`src/rtl/core/dwmrc_pkg.sv`:
```
// ----------------------------------------------------------------------------
// dwmrc_pkg
// Shared widths, register indexes and types for the dual window rate checker.
// ----------------------------------------------------------------------------
package dwmrc_pkg;

  localparam int TIME_BITS    = 32;
  localparam int COUNT_BITS   = 16;
  localparam int CFG_IDX_BITS = 2;
  localparam int CFG_DATA_BITS = 32;

  localparam logic [CFG_IDX_BITS-1:0] REG_SHORT_INTERVAL = 2'd0;
  localparam logic [CFG_IDX_BITS-1:0] REG_SHORT_LIMIT    = 2'd1;
  localparam logic [CFG_IDX_BITS-1:0] REG_LONG_INTERVAL  = 2'd2;
  localparam logic [CFG_IDX_BITS-1:0] REG_LONG_LIMIT     = 2'd3;

  localparam logic [TIME_BITS-1:0]  SHORT_INTERVAL_RST = TIME_BITS'(1000);
  localparam logic [COUNT_BITS-1:0] SHORT_LIMIT_RST    = COUNT_BITS'(10);
  localparam logic [TIME_BITS-1:0]  LONG_INTERVAL_RST  = TIME_BITS'(10000);
  localparam logic [COUNT_BITS-1:0] LONG_LIMIT_RST     = COUNT_BITS'(50);

  localparam logic [COUNT_BITS-1:0] COUNT_MAX = {COUNT_BITS{1'b1}};

  typedef struct packed {
    logic [TIME_BITS-1:0]  interval;
    logic [COUNT_BITS-1:0] limit;
  } win_cfg_t;

  typedef struct packed {
    logic                  over;
    logic                  report;
    logic [COUNT_BITS-1:0] count;
  } win_res_t;

endpackage

```
`src/rtl/core/dwmrc_window.sv`:
```
// ----------------------------------------------------------------------------
// dwmrc_window
// One fixed window: start time, saturating counter and error mark, judged
// against one arrival per beat.
// ----------------------------------------------------------------------------
module dwmrc_window (
  input  logic                           clk,
  input  logic                           rst_n,
  input  logic                           adv,
  input  logic [dwmrc_pkg::TIME_BITS-1:0] now,
  input  dwmrc_pkg::win_cfg_t            cfg,
  output dwmrc_pkg::win_res_t            res
);

  logic [dwmrc_pkg::TIME_BITS-1:0]  start_r, start_nxt;
  logic [dwmrc_pkg::COUNT_BITS-1:0] count_r, count_nxt, count_inc;
  logic                             flagged_r, flagged_nxt;
  logic [dwmrc_pkg::TIME_BITS-1:0]  delta;

  always_comb begin
    count_inc   = (count_r == dwmrc_pkg::COUNT_MAX) ? count_r
                                                    : count_r + 1'b1;
    delta       = now - start_r;
    start_nxt   = start_r;
    count_nxt   = count_inc;
    flagged_nxt = flagged_r;
    res.over    = 1'b0;
    res.report  = 1'b0;
    if (delta > cfg.interval) begin
      start_nxt   = now;
      count_nxt   = '0;
      flagged_nxt = 1'b0;
    end else if (count_inc > cfg.limit) begin
      res.over    = 1'b1;
      res.report  = !flagged_r;
      flagged_nxt = 1'b1;
    end
    res.count = count_nxt;
  end

  always_ff @(posedge clk) begin
    if (!rst_n) begin
      start_r   <= '0;
      count_r   <= '0;
      flagged_r <= 1'b0;
    end else if (adv) begin
      start_r   <= start_nxt;
      count_r   <= count_nxt;
      flagged_r <= flagged_nxt;
    end
  end

endmodule

```
`src/rtl/core/dual_window_message_rate_checker_core.sv`:
```
// ----------------------------------------------------------------------------
// dual_window_message_rate_checker_core
// Short and long fixed window message rate checker, one result per message.
// ----------------------------------------------------------------------------
// An accepted beat enters the input register and its result the result
// register. Throughput: one beat per cycle while out_stall is low. Each
// window does one subtract, compare and counter update between them.
// Reset (rst_n low, synchronous): windows start at zero with empty counters,
// registers return to 1000/10/10000/50, both stages empty.
// ----------------------------------------------------------------------------
module dual_window_message_rate_checker_core (
  input  logic                                clk,
  input  logic                                rst_n,
  input  logic                                cfg_we,
  input  logic [dwmrc_pkg::CFG_IDX_BITS-1:0]  cfg_idx,
  input  logic [dwmrc_pkg::CFG_DATA_BITS-1:0] cfg_wdata,
  input  logic                                in_valid,
  output logic                                in_stall,
  input  logic [dwmrc_pkg::TIME_BITS-1:0]     in_arrival_time,
  output logic                                out_valid,
  input  logic                                out_stall,
  output logic                                out_accepted,
  output logic                                out_short_over,
  output logic                                out_long_over,
  output logic                                out_short_report,
  output logic                                out_long_report,
  output logic [dwmrc_pkg::COUNT_BITS-1:0]    out_short_count_out,
  output logic [dwmrc_pkg::COUNT_BITS-1:0]    out_long_count_out
);

  dwmrc_pkg::win_cfg_t short_cfg_r, long_cfg_r;
  dwmrc_pkg::win_res_t short_res, long_res;

  logic                             s1_valid_r;
  logic [dwmrc_pkg::TIME_BITS-1:0]  s1_time_r;
  logic                             out_valid_r;
  logic                             adv;

  // config registers
  always_ff @(posedge clk) begin
    if (!rst_n) begin
      short_cfg_r.interval <= dwmrc_pkg::SHORT_INTERVAL_RST;
      short_cfg_r.limit    <= dwmrc_pkg::SHORT_LIMIT_RST;
      long_cfg_r.interval  <= dwmrc_pkg::LONG_INTERVAL_RST;
      long_cfg_r.limit     <= dwmrc_pkg::LONG_LIMIT_RST;
    end else if (cfg_we) begin
      case (cfg_idx)
        dwmrc_pkg::REG_SHORT_INTERVAL:
          short_cfg_r.interval <= cfg_wdata[dwmrc_pkg::TIME_BITS-1:0];
        dwmrc_pkg::REG_SHORT_LIMIT:
          short_cfg_r.limit <= cfg_wdata[dwmrc_pkg::COUNT_BITS-1:0];
        dwmrc_pkg::REG_LONG_INTERVAL:
          long_cfg_r.interval <= cfg_wdata[dwmrc_pkg::TIME_BITS-1:0];
        dwmrc_pkg::REG_LONG_LIMIT:
          long_cfg_r.limit <= cfg_wdata[dwmrc_pkg::COUNT_BITS-1:0];
        default: ;
      endcase
    end
  end

  // advance the input stage into the result register
  assign adv      = s1_valid_r && (!out_valid_r || !out_stall);
  assign in_stall = s1_valid_r && !adv;

  always_ff @(posedge clk) begin
    if (!rst_n) begin
      s1_valid_r  <= 1'b0;
      out_valid_r <= 1'b0;
    end else begin
      s1_valid_r <= in_stall ? 1'b1 : in_valid;
      if (adv) begin
        out_valid_r <= 1'b1;
      end else if (!out_stall) begin
        out_valid_r <= 1'b0;
      end
    end
  end

  always_ff @(posedge clk) begin
    if (!in_stall && in_valid) begin
      s1_time_r <= in_arrival_time;
    end
  end

  dwmrc_window u_short (
    .clk   (clk),
    .rst_n (rst_n),
    .adv   (adv),
    .now   (s1_time_r),
    .cfg   (short_cfg_r),
    .res   (short_res)
  );

  dwmrc_window u_long (
    .clk   (clk),
    .rst_n (rst_n),
    .adv   (adv),
    .now   (s1_time_r),
    .cfg   (long_cfg_r),
    .res   (long_res)
  );

  always_ff @(posedge clk) begin
    if (adv) begin
      out_accepted        <= !(short_res.over || long_res.over);
      out_short_over      <= short_res.over;
      out_long_over       <= long_res.over;
      out_short_report    <= short_res.report;
      out_long_report     <= long_res.report;
      out_short_count_out <= short_res.count;
      out_long_count_out  <= long_res.count;
    end
  end

  assign out_valid = out_valid_r;

  a_stall_needs_item: assert property (@(posedge clk) disable iff (!rst_n)
    in_stall |-> s1_valid_r)
    else $error("input stalled with empty input stage");

  a_accept_flag: assert property (@(posedge clk) disable iff (!rst_n)
    out_valid_r |-> (out_accepted == !(out_short_over || out_long_over)))
    else $error("accepted flag disagrees with over flags");

  a_report_implies_over: assert property (@(posedge clk) disable iff (!rst_n)
    out_valid_r |-> ((!out_short_report || out_short_over) &&
                     (!out_long_report || out_long_over)))
    else $error("report without violation");

  a_over_nonzero_count: assert property (@(posedge clk) disable iff (!rst_n)
    (out_valid_r && out_short_over) |-> (out_short_count_out != '0))
    else $error("short violation with zero count");

endmodule

```
`config.mk`:
```
export PLATFORM = sky130hd
export DESIGN_NAME = dual_window_message_rate_checker_core
export DESIGN_NICKNAME = d
export VERILOG_FILES = /design/src/rtl/core/dwmrc_pkg.sv /design/src/rtl/core/dwmrc_window.sv /design/src/rtl/core/dual_window_message_rate_checker_core.sv
export SDC_FILE = /design/constraint.sdc
export NUM_CORES = 1
export LEC_CHECK = 0
export ABC_AREA = 0
export BUFFER_PORTS_ARGS = -buffer_cell sky130_fd_sc_hd__buf_2
export CAP_MARGIN = 5
export CORE_MARGIN = 5
export CORE_UTILIZATION = 52
export CTS_CLUSTER_DIAMETER = 30
export CTS_CLUSTER_SIZE = 40
export DETAILED_ROUTE_END_ITERATION = 16
export GPL_TIMING_DRIVEN = 0
export PLACE_DENSITY_LB_ADDON = 0.25
export SLEW_MARGIN = 10
export SYNTH_ARGS = -nofsm -noshare
export SYNTH_HDL_FRONTEND = slang
export SYNTH_SLANG_ARGS = --single-unit
```
`constraint.sdc`:
```
create_clock -name clk -period 10.1 [get_ports clk]
set_clock_uncertainty 0.15 [all_clocks]
set_input_delay 3.03 -clock clk [delete_from_list [all_inputs] [get_ports clk]]
set_output_delay 3.03 -clock clk [all_outputs]
set_load 0.01 [all_outputs]
```
# Word level (Yosys, flattened, before mapping)
# Cells that the tools add are included.
# classes
eq_ne,6
muxes,15
reduce_logical,25
addsub,4
n_bitwise,2
order_cmp,4
# ops
operator,n
> comparator 32 bit,2
2-to-1 mux 16 bit,4
subtractor 32 bit,2
"adder 16 x 1 -> 16 bit, second input constant",2
"equality test 16 bit, second input constant",2
> comparator 16 bit,2
AND reduction 2 bit,8
2-to-1 mux 2 bit,4
logical NOT 1 bit,7
2-to-1 mux 1 bit,7
"equality test 2 bit, second input constant",2
nonzero test 2 bit,2
OR reduction 2 bit,2
logical AND 1 bit,3
"equality test 2 x 1 -> 1 bit, second input constant",1
logical NOT 2 bit,1
logical OR 1 bit,2
"inequality test 2 x 1 -> 1 bit, second input constant",1
NOT 1 bit,2
# totals
inputBits,71
reg_bits,265
elab_cells,76
output_inout_bits,39

# Logic depth before layout (Yosys ltp)
# logic_depth
ltp_word,7
ltp_mapped,23
mapped_depth_nobuf,21

# By module
# Synthesis repeated with hierarchy kept, for this count alone.
# unflattened
hier_cells,1821
hier_area_um2,16351.9
# by_module_without_submodules
module,n_inst,seq_area_each_um2,cells_per_inst,area_each_um2
dual_window_message_rate_checker_core,1,4033.9,442,5904.4
dwmrc_window (u_short),1,980.9,682,5245.0
dwmrc_window (u_long),1,980.9,697,5202.5

# Least setup slack after synthesis
# OpenSTA, ideal clock, no wires.
# synth_timing
kind,input -> output
from,in out_stall
to,out in_stall
n_path_buf,0
arrival_ns,3.243
t_required_ns,6.920
setup_slack_ns,3.677
stages,1
cell_sequence,and3_1
# synth_via
elab_chain_cells,5
# synth_rtl
element,line_no,text
from (decl),dual_window_message_rate_checker_core.sv:21,"input logic out_stall,"
logical NOT 1 bit,--,
logical OR 1 bit,dual_window_message_rate_checker_core.sv:62,assign adv = s1_valid_r && (!out_valid_r || !out_stall);
logical AND 1 bit,dual_window_message_rate_checker_core.sv:62,
logical NOT 1 bit,dual_window_message_rate_checker_core.sv:63,assign in_stall = s1_valid_r && !adv;
logical AND 1 bit,dual_window_message_rate_checker_core.sv:63,
to (decl),dual_window_message_rate_checker_core.sv:18,"output logic in_stall,"
# Every way passes these cells.

# Worst setup path after layout
# Same ends and word-level chain as after synthesis.

==> out/results.tsv <==
metric	value	unit
cts_tree	yes	
htreeDepth	2	
postCtsHoldBufs	0	
nets	2257	
max-vdd-ir-drop	0.147	mV
finalSetupTns	0	ns
synth_most_common_cell	nand2_1	
max_stage_delay	0.25	ns
drive_above_1_share	0.122	
drt-wirelength-per-cell	16.6	microns
cts_root_buf	clkbuf_16	
path_common_cell	buf_2	
antenna_found_initial	0	
ant_nets	0	
ys_warn_count	0	
finalCriticalPeriod	6.73	ns
async_reset_ff_frac	0	
dp_hpwl	31300	microns
synth.yosys.seq_area_share	0.382	
max_freq	149	MHz
num_rows	63	
start_util	0.528	
synth_area	15700	sq um
p_leak	8.18	nW
outcome	finished clean	
synth_top_area_cell	dfxtp_1	
synth-edff-count	69	
drc	0	
crit_type	in2out	
cts_buffers	59	
grt_pass1_wl	66000	microns
worstPathArrival	3.55	ns
hp-class	reg2reg	
synth_top_area_share	0.250	
yosys_register_bits	265	
placed_area	16800	sq um
clk_latency	0.59	ns
path_max_fanout	3	
drv_cap	0	
grt_max_degree	41	
overflow	0	
clock_path_buffers	3	
slew_viol_final	0	
synth_area_leaders	dfxtp_1, edfxtp_1, ha_1	
grtUsageTotal	0.239	
portBuffers	107	
wl	41000	microns
grt_setup_unrepaired	no	
synth_common_cells	nand2_1, inv_1, dfxtp_1	
coreArea	29700	sq um
cp-end-kind	primary output	
design_area	18800	sq um
post_cts_buffers	0	
cp-start-kind	primary input	
ys_types	73	
dr.pass1.iters	5	
place.gp.congestion	0.923	
synth_cells	1855	
drtIter0Drc	828	
viasPerCell	5.47	
clk_transition_reported_paths	0.05	ns
tightest_slew	0.965	ns
syn_area_per_cell	8.46	sq um
dieArea	33800	sq um
area.growth.synth_to_final	19.9	%
p_per_area	203	nW/um^2
die_w	184	microns
grt_pass1_vias	13200	
ios	110	
crit_path_cell_trace	buf_2 > and3_1 > buf_2	
fp.dieH	184	microns
ys.flop_type	dfxtp_1	
slew-limit-headroom	0.357	
cts_sinks	265	
cts_resized	0	
slowest_stage	and3_1	
setup_violations	0	
worstPathRequired	6.92	ns
final.period_utilization	0.666	
hold_viol_final	0	
num_vias	13500	
synth_fp_nets	2088	
==> routing by layer <==
layer	routed length [microns]	share of wire	GRT usage	up-vias
li1	-	-	-	6735
met1	17700	0.43	0.311	6250
met2	19100	0.47	0.400	418
met3	2700	0.066	0.0410	103
met4	1460	0.036	0.0932	0
met5	0	0	0	-
==> area by class of cell <==
| cell class | count | area, sq um |
|---|---|---|
| buffer | 66 | 285 |
| multi-input combinational | 1319 | 8660 |
| inverter | 205 | 769 |
| clock buffer | 69 | 1620 |
| timing repair buffer | 108 | 556 |
| fill | 2471 | 10900 |
| tap | 390 | 488 |
| sequential | 265 | 6000 |
| antenna | 2 | 5.00 |
| clock inverter | 43 | 453 |
==> critical path: cells and delay by family <==
| kind | cells | cell delay [ns] |
|---|---|---|
| and+or+nand+nor | 1 | 0.25 |
| buffers and inverters | 2 | 0.27 |
==> worst paths after layout <==
check / start / slack, ns / to / cells after the start
setup / recovery: out_stall / 3.37 / in_stall / 3
hold / removal: short_cfg_r[32]$_SDFFE_PN0P_ / 0.30 / short_cfg_r[32]$_SDFFE_PN0P_ / 2
setup reg to reg: s1_time_r[1]$_DFFE_PP_ / 3.87 / u_long.start_r[24]$_SDFFE_PN0P_ / 18
hold reg to reg: short_cfg_r[32]$_SDFFE_PN0P_ / 0.30 / short_cfg_r[32]$_SDFFE_PN0P_ / 2
==> registers in the layout (all words and copies together), names as in the netlist, 16 cells and up <==
name	flops
out_short_count_out	16
long_cfg_r	48
s1_time_r	32
u_short.count_r	16
u_long.start_r	32
out_long_count_out	16
short_cfg_r	48
u_short.start_r	32
u_long.count_r	16
==> stage by stage <==
stage / power, mW / setup WS [ns] / utilization / hold WS [ns] / std cells
6_report: 3.81 / 3.37 / 0.634 / 0.302 / 2467
5_1_grt: 3.99 / 3.32 / 0.633 / 0.319 / 2465
4_1_cts: 3.83 / 3.36 / 0.633 / 0.303 / 2465
3_5_place_dp: 1.89 / 3.38 / 0.564 / 0.296 / 2353
3_3_place_gp: 1.87 / 3.46 / 0.563 / 0.292 / 2352
2_1_floorplan: 1.70 / 3.68 / - / 0.286 / 1855
==> kinds of logic (layout without fill, tap and decap cells) <==
logic type,after synthesis,after routing,synth area share
adders and majority gates,162,162,0.130
AOI/OAI and AO/OA,408,408,0.164
other,0,2,0
buffers and inverters,271,491,0.0672
and+or+nand+nor,606,606,0.171
muxes,70,70,0.0447
xor gates and xnor gates,73,73,0.0417
DFF,265,265,0.382
==> power breakdown <==
part	leakage (nW)	total, mW	switching, mW	internal, mW
clock	1.01	1.93	0.645	1.28
sequential	2.24	1.17	0.0284	1.15
combinational	4.93	0.709	0.424	0.285
==> placed cells by master, fill, tap and decap left out, types with 62 or more instances in the layout <==
| cell type | netlist | layout |
|---|---|---|
| dfxtp_1 | 196 | 196 |
| ha_1 | 160 | 160 |
| a21oi_1 | 162 | 162 |
| mux2i_1 | 69 | 69 |
| inv_1 | 203 | 202 |
| edfxtp_1 | 69 | 69 |
| buf_2 | 6 | 113 |
| nand2_1 | 350 | 350 |
| clkbuf_16 | 0 | 62 |
| nor2_1 | 91 | 91 |
(Power assumes the default switching activity.)
